File: src/rtl/core/dcr_pkg.sv
// ----------------------------------------------------------------------------
// dcr_pkg
// shared types, constants and helpers for the captive dns responder
// ----------------------------------------------------------------------------
package dcr_pkg;

  localparam int BUFFER_BYTES_DEF = 512;

  localparam logic [1:0] OP_PUSH  = 2'd0;
  localparam logic [1:0] OP_BUILD = 2'd1;
  localparam logic [1:0] OP_READ  = 2'd2;

  localparam int          HEADER_BYTES = 12;
  localparam int          ANSWER_BYTES = 16;
  localparam logic [15:0] QR_MASK      = 16'h8000;
  localparam logic [15:0] OPCODE_MASK  = 16'h7800;
  localparam logic [7:0]  LABEL_PTR    = 8'hC0;
  localparam logic [15:0] REPLY_FLAGS  = 16'h8400;
  localparam logic [15:0] ANSWER_PTR   = 16'hC00C;
  localparam logic [15:0] QTYPE_A      = 16'h0001;

  typedef struct packed {
    logic [1:0] op;
    logic [7:0] data_byte;
    logic [8:0] read_index;
  } cmd_t;

  typedef struct packed {
    logic [9:0] reply_length;
    logic [7:0] reply_byte;
    logic       is_length;
  } result_t;

  // byte of the answer record: pointer, type A, class IN, ttl 0, rdlength 4, address
  function automatic logic [7:0] answer_byte(input logic [3:0] off, input logic [31:0] addr);
    logic [7:0] b;
    b = 8'h00;
    case (off)
      4'd0:    b = ANSWER_PTR[15:8];
      4'd1:    b = ANSWER_PTR[7:0];
      4'd3:    b = 8'h01;
      4'd5:    b = 8'h01;
      4'd11:   b = 8'h04;
      4'd12:   b = addr[31:24];
      4'd13:   b = addr[23:16];
      4'd14:   b = addr[15:8];
      4'd15:   b = addr[7:0];
      default: b = 8'h00;
    endcase
    return b;
  endfunction

endpackage

File: src/rtl/core/dns_captive_responder.sv
// ----------------------------------------------------------------------------
// dns_captive_responder
// answers every dns A query with one configured address
// ----------------------------------------------------------------------------
// Usage: a command is taken on cmd at each rising edge with start high and
// busy low; busy stays low, so one command can be issued every cycle.
// OP_PUSH appends a query byte (no result), OP_BUILD closes the query and
// returns the reply length (0 means drop), OP_READ returns the reply byte at
// read_index. Header checks and the qname label walk are tracked per byte
// as the query arrives, so the build itself is a single compare-and-select
// step; the answer record is produced on the fly when read, not stored.
// Each result appears on result for one cycle with result_valid high; a
// command passes through stage one, alongside the registered query buffer
// read, and then the result register. The receiver cannot stall the block.
// answer_address is written over the cfg channel (cfg_ready always high)
// and is sampled when a reply is built.
// Reset clears the query control state and answer_address; the query buffer itself
// is not cleared, since only bytes already pushed are ever read back.
// ----------------------------------------------------------------------------
module dns_captive_responder #(
  parameter int BUFFER_BYTES = dcr_pkg::BUFFER_BYTES_DEF
) (
  input  logic            clk,
  input  logic            rst,
  input  logic            start,
  output logic            busy,
  input  dcr_pkg::cmd_t   cmd,
  output logic            result_valid,
  output dcr_pkg::result_t result,
  input  logic            cfg_valid,
  output logic            cfg_ready,
  input  logic [31:0]     cfg_data
);
  import dcr_pkg::*;

  localparam int AW = $clog2(BUFFER_BYTES);
  localparam int CW = $clog2(BUFFER_BYTES + 1);
  localparam int XW = $clog2(BUFFER_BYTES + 256 + 1) + 1;

  typedef enum logic [1:0] {SRC_ZERO, SRC_MEM, SRC_CONST} src_t;

  logic [7:0] query_store [BUFFER_BYTES];

  logic [31:0]   answer_address;
  logic [31:0]   reply_address;
  logic [CW-1:0] byte_count;
  logic [XW-1:0] next_label_at;
  logic          name_complete;
  logic [AW-1:0] name_end_at;
  logic          label_error;
  logic [CW-1:0] built_length;
  logic          has_answer;
  logic          query_closed;
  logic [XW-1:0] answer_at;
  logic [15:0]   flags;
  logic [15:0]   qdcount;
  logic [15:0]   qtype;

  logic          s1_valid;
  logic          s1_is_length;
  logic [9:0]    s1_length;
  src_t          s1_src;
  logic [7:0]    s1_const;
  logic [7:0]    mem_q;

  logic          accept;
  logic          do_push;
  logic          do_build;
  logic          do_read;

  assign busy      = 1'b0;
  assign cfg_ready = 1'b1;
  assign accept    = start && !busy;
  assign do_push   = accept && (cmd.op == OP_PUSH);
  assign do_build  = accept && (cmd.op == OP_BUILD);
  assign do_read   = accept && (cmd.op == OP_READ);

  // query state as seen by a push: a push after a build starts a new query
  logic [CW-1:0] eff_count;
  logic [XW-1:0] eff_next_label;
  logic          eff_complete;
  logic          eff_error;
  logic [AW-1:0] eff_name_end;
  logic [XW-1:0] pos_x;
  logic          push_ok;
  logic          at_label;

  always_comb begin
    eff_count      = query_closed ? '0 : byte_count;
    eff_next_label = query_closed ? XW'(HEADER_BYTES) : next_label_at;
    eff_complete   = query_closed ? 1'b0 : name_complete;
    eff_error      = query_closed ? 1'b0 : label_error;
    eff_name_end   = query_closed ? '0 : name_end_at;
    pos_x          = XW'(eff_count);
    push_ok        = eff_count < CW'(BUFFER_BYTES);
    at_label       = !eff_complete && !eff_error && (pos_x == eff_next_label);
  end

  // label walk after a push
  logic [CW-1:0] byte_count_next;
  logic [XW-1:0] next_label_at_next;
  logic          name_complete_next;
  logic [AW-1:0] name_end_at_next;
  logic          label_error_next;

  always_comb begin
    byte_count_next    = eff_count;
    next_label_at_next = eff_next_label;
    name_complete_next = eff_complete;
    name_end_at_next   = eff_name_end;
    label_error_next   = eff_error;
    if (push_ok) begin
      byte_count_next = eff_count + CW'(1);
      if (at_label) begin
        if (cmd.data_byte == 8'h00) begin
          name_complete_next = 1'b1;
          name_end_at_next   = eff_count[AW-1:0];
        end else if ((cmd.data_byte & LABEL_PTR) != 8'h00) begin
          label_error_next = 1'b1;
        end else begin
          next_label_at_next = pos_x + XW'(cmd.data_byte) + XW'(1);
        end
      end
    end
  end

  // build decision
  logic [XW-1:0] q_at;
  logic [XW-1:0] a_at;
  logic [XW-1:0] build_len;
  logic          build_answer;

  always_comb begin
    q_at         = XW'(name_end_at) + XW'(1);
    a_at         = q_at + XW'(4);
    build_len    = '0;
    build_answer = 1'b0;
    if (byte_count >= CW'(HEADER_BYTES) && (flags & QR_MASK) == 16'h0 &&
        (flags & OPCODE_MASK) == 16'h0 && qdcount == 16'h0001 &&
        name_complete && !label_error && a_at <= XW'(byte_count)) begin
      if (qtype != QTYPE_A) begin
        build_len = a_at;
      end else if (a_at + XW'(ANSWER_BYTES) <= XW'(BUFFER_BYTES)) begin
        build_len    = a_at + XW'(ANSWER_BYTES);
        build_answer = 1'b1;
      end
    end
  end

  // read source selection
  logic [XW-1:0] idx_x;
  logic [XW-1:0] rec_off;
  src_t          rd_src;
  logic [7:0]    rd_const;

  always_comb begin
    idx_x    = XW'(cmd.read_index);
    rec_off  = idx_x - answer_at;
    rd_src   = SRC_ZERO;
    rd_const = 8'h00;
    if (query_closed && idx_x < XW'(built_length)) begin
      if (has_answer && idx_x >= answer_at) begin
        rd_src   = SRC_CONST;
        rd_const = answer_byte(rec_off[3:0], reply_address);
      end else if (idx_x == XW'(2)) begin
        rd_src   = SRC_CONST;
        rd_const = REPLY_FLAGS[15:8];
      end else if (idx_x == XW'(3)) begin
        rd_src   = SRC_CONST;
        rd_const = REPLY_FLAGS[7:0];
      end else if (idx_x == XW'(6)) begin
        rd_src   = SRC_CONST;
        rd_const = 8'h00;
      end else if (idx_x == XW'(7)) begin
        rd_src   = SRC_CONST;
        rd_const = {7'd0, has_answer};
      end else begin
        rd_src = SRC_MEM;
      end
    end
  end

  // query buffer
  always_ff @(posedge clk) begin
    if (do_push && push_ok) begin
      query_store[eff_count[AW-1:0]] <= cmd.data_byte;
    end
    mem_q <= query_store[AW'(cmd.read_index)];
  end

  // header fields and qtype captured as bytes arrive
  always_ff @(posedge clk) begin
    if (do_push && push_ok) begin
      case (eff_count)
        CW'(2):  flags[15:8]   <= cmd.data_byte;
        CW'(3):  flags[7:0]    <= cmd.data_byte;
        CW'(4):  qdcount[15:8] <= cmd.data_byte;
        CW'(5):  qdcount[7:0]  <= cmd.data_byte;
        default: ;
      endcase
      if (eff_complete && pos_x == XW'(eff_name_end) + XW'(1)) begin
        qtype[15:8] <= cmd.data_byte;
      end
      if (eff_complete && pos_x == XW'(eff_name_end) + XW'(2)) begin
        qtype[7:0] <= cmd.data_byte;
      end
    end
    if (do_build && !query_closed) begin
      reply_address <= answer_address;
      answer_at     <= a_at;
    end
  end

  // query control state
  always_ff @(posedge clk) begin
    if (rst) begin
      answer_address <= '0;
      byte_count     <= '0;
      next_label_at  <= XW'(HEADER_BYTES);
      name_complete  <= 1'b0;
      name_end_at    <= '0;
      label_error    <= 1'b0;
      built_length   <= '0;
      has_answer     <= 1'b0;
      query_closed   <= 1'b0;
    end else begin
      if (cfg_valid && cfg_ready) begin
        answer_address <= cfg_data;
      end
      if (do_push) begin
        byte_count    <= byte_count_next;
        next_label_at <= next_label_at_next;
        name_complete <= name_complete_next;
        name_end_at   <= name_end_at_next;
        label_error   <= label_error_next;
        if (query_closed) begin
          built_length <= '0;
          has_answer   <= 1'b0;
          query_closed <= 1'b0;
        end
      end
      if (do_build && !query_closed) begin
        built_length <= CW'(build_len);
        has_answer   <= build_answer;
        query_closed <= 1'b1;
      end
    end
  end

  // stage one: command decoded, buffer read in flight
  always_ff @(posedge clk) begin
    if (rst) begin
      s1_valid <= 1'b0;
    end else begin
      s1_valid <= do_build || do_read;
    end
    s1_is_length <= do_build;
    s1_length    <= query_closed ? 10'(built_length) : 10'(build_len);
    s1_src       <= rd_src;
    s1_const     <= rd_const;
  end

  // result register
  always_ff @(posedge clk) begin
    if (rst) begin
      result_valid <= 1'b0;
    end else begin
      result_valid <= s1_valid;
    end
    result.is_length <= s1_is_length;
    if (s1_is_length) begin
      result.reply_length <= s1_length;
      result.reply_byte   <= 8'h00;
    end else begin
      result.reply_length <= 10'd0;
      case (s1_src)
        SRC_MEM:   result.reply_byte <= mem_q;
        SRC_CONST: result.reply_byte <= s1_const;
        default:   result.reply_byte <= 8'h00;
      endcase
    end
  end

endmodule

File: config.mk
export PLATFORM = sky130hd
export DESIGN_NAME = dns_captive_responder
export DESIGN_NICKNAME = d
export VERILOG_FILES = /design/src/rtl/core/dcr_pkg.sv /design/src/rtl/core/dns_captive_responder.sv
export SDC_FILE = /design/constraint.sdc
export NUM_CORES = 2
export LEC_CHECK = 0
export BUFFER_PORTS_ARGS = -buffer_cell sky130_fd_sc_hd__buf_2
export CAP_MARGIN = 40
export CELL_PAD_IN_SITES_DETAIL_PLACEMENT = 1
export CELL_PAD_IN_SITES_GLOBAL_PLACEMENT = 2
export CORE_MARGIN = 2
export CORE_UTILIZATION = 35
export DETAILED_ROUTE_END_ITERATION = 6
export PLACE_DENSITY_LB_ADDON = 0.1
export SYNTH_ARGS = -nofsm -noshare
export SYNTH_HDL_FRONTEND = slang
export SYNTH_SLANG_ARGS = --single-unit
File: constraint.sdc
create_clock -name clk -period 5.6 [get_ports clk]
set_input_delay 0.56 -clock clk [delete_from_list [all_inputs] [get_ports clk]]
set_output_delay 0.56 -clock clk [all_outputs]
set_load 0.02 [all_outputs]
# [Yosys cells after proc, flatten, opt, wreduce, memory -nomap -nowiden]
# Memories as Yosys holds them, arrays and structs flattened. A register that Yosys moved wholly into a read port is not among the register bits.
# Index checks and enable logic that the tools add are counted.
[totals] ff_bits=201 mem_bits_rw=4096 input_bits=55 output_inout_bits=22 elab_cells=154 mem_count=1
[op_classes] add_sub_neg=9 magnitude_cmp=6 eq_ne=24 mux=49 n_bitwise=1 reduce_logical=38
[memory_table] memory="query_store" words=512 width=8 rd=1 rd_ports_with_merged_regs=1 wr=1 line_no="dns_captive_responder.sv:42" text="logic [7:0] query_store [BUFFER_BYTES];"
[ops] cell="$mux W10" count=9
[ops] cell="$pmux W8 S8" count=1
[ops] cell="$mux W11" count=5
[ops] cell="$mux W9" count=4
[ops] cell="$logic_not A16 Y1" count=2
[ops] cell="$mux W1" count=22
[ops] cell="$add A9 B1 Y10 const B" count=2
[ops] cell="$eq A10 B10 Y1" count=2
[ops] cell="$eq A10 B3 Y1 const B" count=2
[ops] cell="$eq A4 B4 Y1 const B" count=5
[ops] cell="$eq A9 B2 Y1 const B" count=2
[ops] cell="$eq A9 B3 Y1 const B" count=2
[ops] cell="$logic_and A1 B1 Y1" count=17
[ops] cell="$eq A16 B1 Y1 const B" count=1
[ops] cell="$mux W8" count=2
[ops] cell="$ne A16 B1 Y1 const B" count=1
[ops] cell="$pmux W8 S2" count=1
[ops] cell="$reduce_and A2 Y1" count=6
[ops] cell="$add A10 B3 Y11 const B" count=1
[ops] cell="$add A10 B8 Y11" count=1
[ops] cell="$add A11 B1 Y11 const B" count=1
[ops] cell="$add A11 B5 Y11 const B" count=1
[ops] cell="$eq A10 B11 Y1" count=1
[ops] cell="$ge A9 B11 Y1" count=1
[ops] cell="25 further kinds" count=35

# [Longest topological paths before layout]
[logic_depth] ltp_word=9 depth_mapped=18 depth_no_buf=13

# [Worst setup path before layout]
# Ideal clock, no wire load.
[synth_path] path_type="register -> register" start="register query_closed" end="register qtype[10], enable pin" setup_time_ps=419 t_arrival_ps=3837 required_time_ps=5181 slack_ps=1343 path_stages_with_launch=14 synth_period_minus_slack_ps=4257 cell_sequence="dfxtp_1 clkbuf_1 clkbuf_1 clkbuf_1 clkbuf_1 nor2_1 ha_1 and3_1 clkbuf_1 nand3_1 xor2_1 a2111oi_0 a21oi_1 a2111oi_0"
[synth_between] elab_chain_len=5 elab_cells_between_ends=9
[synth_lines] element="from (decl)" line_no="dns_captive_responder.sv:53" text="logic query_closed;"
[synth_lines] element="from (signal assigned)" line_no="dns_captive_responder.sv:225" text="query_closed <= 1'b0;"
[synth_lines] element="from (signal assigned)" line_no="dns_captive_responder.sv:239" text="query_closed <= 1'b0;"
[synth_lines] element="from (signal assigned)" line_no="dns_captive_responder.sv:245" text="query_closed <= 1'b1;"
[synth_lines] element="$mux W9" line_no="dns_captive_responder.sv:93" text="eff_name_end = query_closed ? '0 : name_end_at;"
[synth_lines] element="$add A9 B1 Y10" line_no="dns_captive_responder.sv:201" text="if (eff_complete && pos_x == XW'(eff_name_end) + XW'(1)) begin"
[synth_lines] element="$eq A10 B10 Y1" line_no="dns_captive_responder.sv:201"
[synth_lines] element="$logic_and A1 B1 Y1" line_no="dns_captive_responder.sv:201"
[synth_lines] element="$reduce_and A2 Y1 (no source line) (*)"
[synth_lines] element="to (signal assigned)" line_no="dns_captive_responder.sv:202" text="qtype[15:8] <= cmd.data_byte;"
[synth_lines] element="to (decl)" line_no="dns_captive_responder.sv:57" text="logic [15:0] qtype;"
# Mark *: on every way between the ends. The rest lies on a longest branch, timed or not.
# A chain may end at the register's enable or synchronous reset.

==> results <==
- The detailed placement HPWL is 376000 µm.
- The number of flops mapped to enable cells by yosys is 4175.
- In this run the number of H-tree levels came out at 5.
- The relative slew slack is 7.37%.
- The post-route fraction of the period consumed by the critical path is 74.6%.
- Dividing the detail-routed wire length by the instance count gives 36.5 µm.
- The final estimated routing congestion in global placement is 0.812.
- The most common library cell in the layout ignoring fill and taps is sky130_fd_sc_hd__edfxtp_1.
- The number of buffers on the longest clock path is 4.
- The die footprint is 0.488 mm².
- The critical path goes through buf_12, buf_12, buf_4, mux2i_1, a221oi_1, o21ai_0, a41o_1, a21oi_1, a21oi_1, buf_4, a21oi_1.
- Dividing the detail-routed via count by the number of cells gives 5.57.
- The number of antenna violations at the first check in global routing is 57.
- The number of CTS-inserted buffers is 470.
- The Yosys step of the flow raised 0 warnings.
- The final layout net count is 9357.
- The later pin in the worst-skew pair is clocked with a latency of 1050 ps.
- Each instance of the synthesized netlist takes up on average 19.7 µm².
- The async set or reset register ratio after synthesis is 0%.
- Pin placement for this block handled 77 I/O pins.
- The synthesized net count is 8648.
- The overall power consumption is 70.2 mW.
- The count of buffers inserted at the top-level ports is 74.
- The total overflow left after global routing is 0.
- After floorplanning, the core was sized to cover 0.481 mm².
- The number of detailed-routing iterations run before antenna repair is 6.
- The count of filler cells inserted in the layout is 45900.
- In this run, distinct cell masters in the synthesized netlist total 94.
- Synthesis produced a netlist whose cell count is 8545.
- The power density over cell area is 357 mW/mm².
- The remaining number of nets flagged by the antenna check after routing is 0.
- In this run, synthesis produced a sequential element count of 4301.
- The clock skew is 44.3 ps.
- In this design, the critical path's most frequently occurring cell is sky130_fd_sc_hd__a21oi_1.
- The post-route netlist has 25.2% of its cells at a drive strength greater than 1.
- After synthesis, flip-flops and latches occupy 75.8% of the total area.
- The class of the most critical hold timing path is in -> reg.
- The count of pins over their slew limit is 0.
- The tool flagged a number of max-cap violations equal to 0.
- Gates resized during post-CTS repair numbered 0.
- Along the worst path, the maximum fanout reaches 47.
- The clock input transition at the sequential cells of the worst setup and hold paths is 70 ps.
- After the first detailed-routing iteration, the DRC count stood at 9590.
- In the routed design, unresolved DRC markers number 0.
- The post-synth design cell area is 0.169 mm².
- The initialized floorplan defines 255 standard-cell rows.
- The highest-delay cell along the critical path is sky130_fd_sc_hd__a221oi_1.
- Detailed routing inserted a total of 89800 vias.
- The via count of the first global-routing pass came to 93800.
- At the pin with the least slew margin, the transition time is 1390 ps.
- The CTS sink count is 4301.
- On the worst path, the slowest cell contributes a delay of 900 ps.
- Across the VDD grid, the largest voltage drop is 253 µV.
- The arrival time reported for the critical path endpoint is 5140 ps.
- The element type at the critical path end is a flip-flop.
- The area growth from synthesis to layout is 16.4%.
- The predominant post-synthesis flop cell is sky130_fd_sc_hd__edfxtp_1.
- After routing, the total negative slack on setup checks comes to 0 ps.
- The flow ran to the end, and the final reports show no timing, DRC or antenna violations.
- The first global-routing pass estimated 806000 µm of wire.
- The worst setup path is launched from an input pin.
- Setup repair after global routing left no endpoint under its margin.
- The minimum clock period after layout is 4180 ps.
- TritonCTS built the clock tree.
- The die extent in y is 698 µm.
- Data on the critical path is required at its endpoint by 6560 ps.
- The hold violation count in the final report is 0.
- Static timing analysis puts the maximum clock frequency at 0.239 GHz.
- The final layout contains routed wiring with a total length of 587000 µm.
- The initial core utilization is 35.1%.
- The die is 698 µm wide.
- In the global route stage, overall resource usage came out at 23.7%.
- The root buffer cell chosen for the clock tree is sky130_fd_sc_hd__clkbuf_16.
- The final count of negative-setup-slack endpoints is 0.
- Entering global routing, the biggest net connects 178 pins.
- The top cell types in the final layout, fill and taps aside, are sky130_fd_sc_hd__edfxtp_1, sky130_fd_sc_hd__mux4_2, sky130_fd_sc_hd__nor2_1.
- In this run the static leakage power is 62.5 nW.
- The type of the worst setup path is in -> reg.
where the power goes:
| part | switching, mW | leakage (nW) | internal, mW |
|---|---|---|---|
| clock | 13.2 | 7.50 | 17.8 |
| combinational | 2.59 | 16.5 | 1.20 |
| sequential | 0.0690 | 38.5 | 35.3 |
final timing paths:
path | depth (start not counted) | start | slack, ps | to
min | 1 | cmd[10] | 90 | query_store[19][1]
max reg2reg | 13 | name_end_at[0] | 1510 | s1_length[6]
min reg2reg | 0 | answer_address[22] | 430 | reply_address[22]
max | 11 | cmd[0] | 1420 | mem_q[3]
cell type report:
type | count | area, µm² | share of cell area (%)
multi-input cells | 3646 | 38000 | 19.3
repair buffers | 772 | 7010 | 3.57
inverters | 63 | 256 | 0.131
flip-flops and latches | 4301 | 128000 | 65.1
clock buffers | 561 | 12400 | 6.29
well taps | 6425 | 8040 | 4.09
clock inverters | 314 | 2910 | 1.48
diodes | 23 | 57.6 | 0.0293
sequential cells by signal (all words and copies together) (netlist names), 8 cells and up:
signal and cells:
s1_length 10, s1_const 8, reply_address 32, name_end_at 9
qtype 16, mem_q 8, built_length 10, answer_at 10
query_store 4096, result 19, qdcount 16, answer_address 32
next_label_at 11, byte_count 10
routing by layer:
metal	GRT usage (%)	vias up	wire length, µm
met5	0	-	28
li1	-	36600	-
met2	38.6	2923	280000
met1	34.2	49600	261000
met3	3.01	614	32300
met4	5.44	6	14300
Yosys cell counts, types with 40 or more instances:
master / n / area, µm²
sky130_fd_sc_hd__a22oi_1: 108 / 811
sky130_fd_sc_hd__buf_6: 53 / 597
sky130_fd_sc_hd__buf_2: 140 / 701
sky130_fd_sc_hd__a21oi_1: 171 / 856
sky130_fd_sc_hd__a221oi_1: 54 / 473
sky130_fd_sc_hd__nand3_1: 84 / 420
sky130_fd_sc_hd__buf_4: 45 / 338
sky130_fd_sc_hd__mux4_2: 899 / 20200
sky130_fd_sc_hd__edfxtp_1: 4175 / 125000
sky130_fd_sc_hd__dfxtp_1: 126 / 2520
sky130_fd_sc_hd__nor3_1: 53 / 265
sky130_fd_sc_hd__o22ai_1: 77 / 482
sky130_fd_sc_hd__nand2_1: 299 / 1120
sky130_fd_sc_hd__clkbuf_1: 241 / 905
sky130_fd_sc_hd__mux2_2: 42 / 473
sky130_fd_sc_hd__inv_1: 57 / 214
sky130_fd_sc_hd__nor2_1: 698 / 2620
sky130_fd_sc_hd__o221ai_1: 76 / 666
sky130_fd_sc_hd__a31oi_1: 40 / 250
sky130_fd_sc_hd__mux2i_1: 409 / 4090
sky130_fd_sc_hd__ha_1: 46 / 576
sky130_fd_sc_hd__o21ai_0: 113 / 566
per-stage QoR:
step                      cells  hold WS (ps)  worst slack, ps  util (%)  cell area, µm²
after floorplan            8545           342             1340         -          169000
after global placement    15000           416              513      37.2          179000
after detailed placement  15100           421              533      37.5          181000
after CTS                 16100          4.94             1410      40.8          196000
after global routing      16100          22.8             1200      40.8          196000
final                     16100          87.9             1420      40.8          196000
cells by family (layout without fill, tap and decap cells):
| logic type | count (synthesis) | after routing | synth area share, % |
|---|---|---|---|
| mux | 1350 | 1350 | 14.7 |
| compound gates | 888 | 888 | 3.62 |
| other cells | 2 | 25 | 0.00445 |
| buf+inv | 598 | 1710 | 1.93 |
| fa+ha+maj | 48 | 48 | 0.365 |
| xor+xnor | 42 | 42 | 0.222 |
| flops | 4301 | 4301 | 75.8 |
| simple gates | 1316 | 1316 | 3.35 |
what timing repair did:
item                      in CTS  in global routing
hold endpoints to repair     153                  1
buffers inserted               0                  0
hold buffers                  49                  1
worst max-delay path: cells and delay by family:
kind	cells	cell delay, ps
compound gates	6	2620
buf+inv	4	1300
mux	1	290
(Power assumes the default switching activity.)
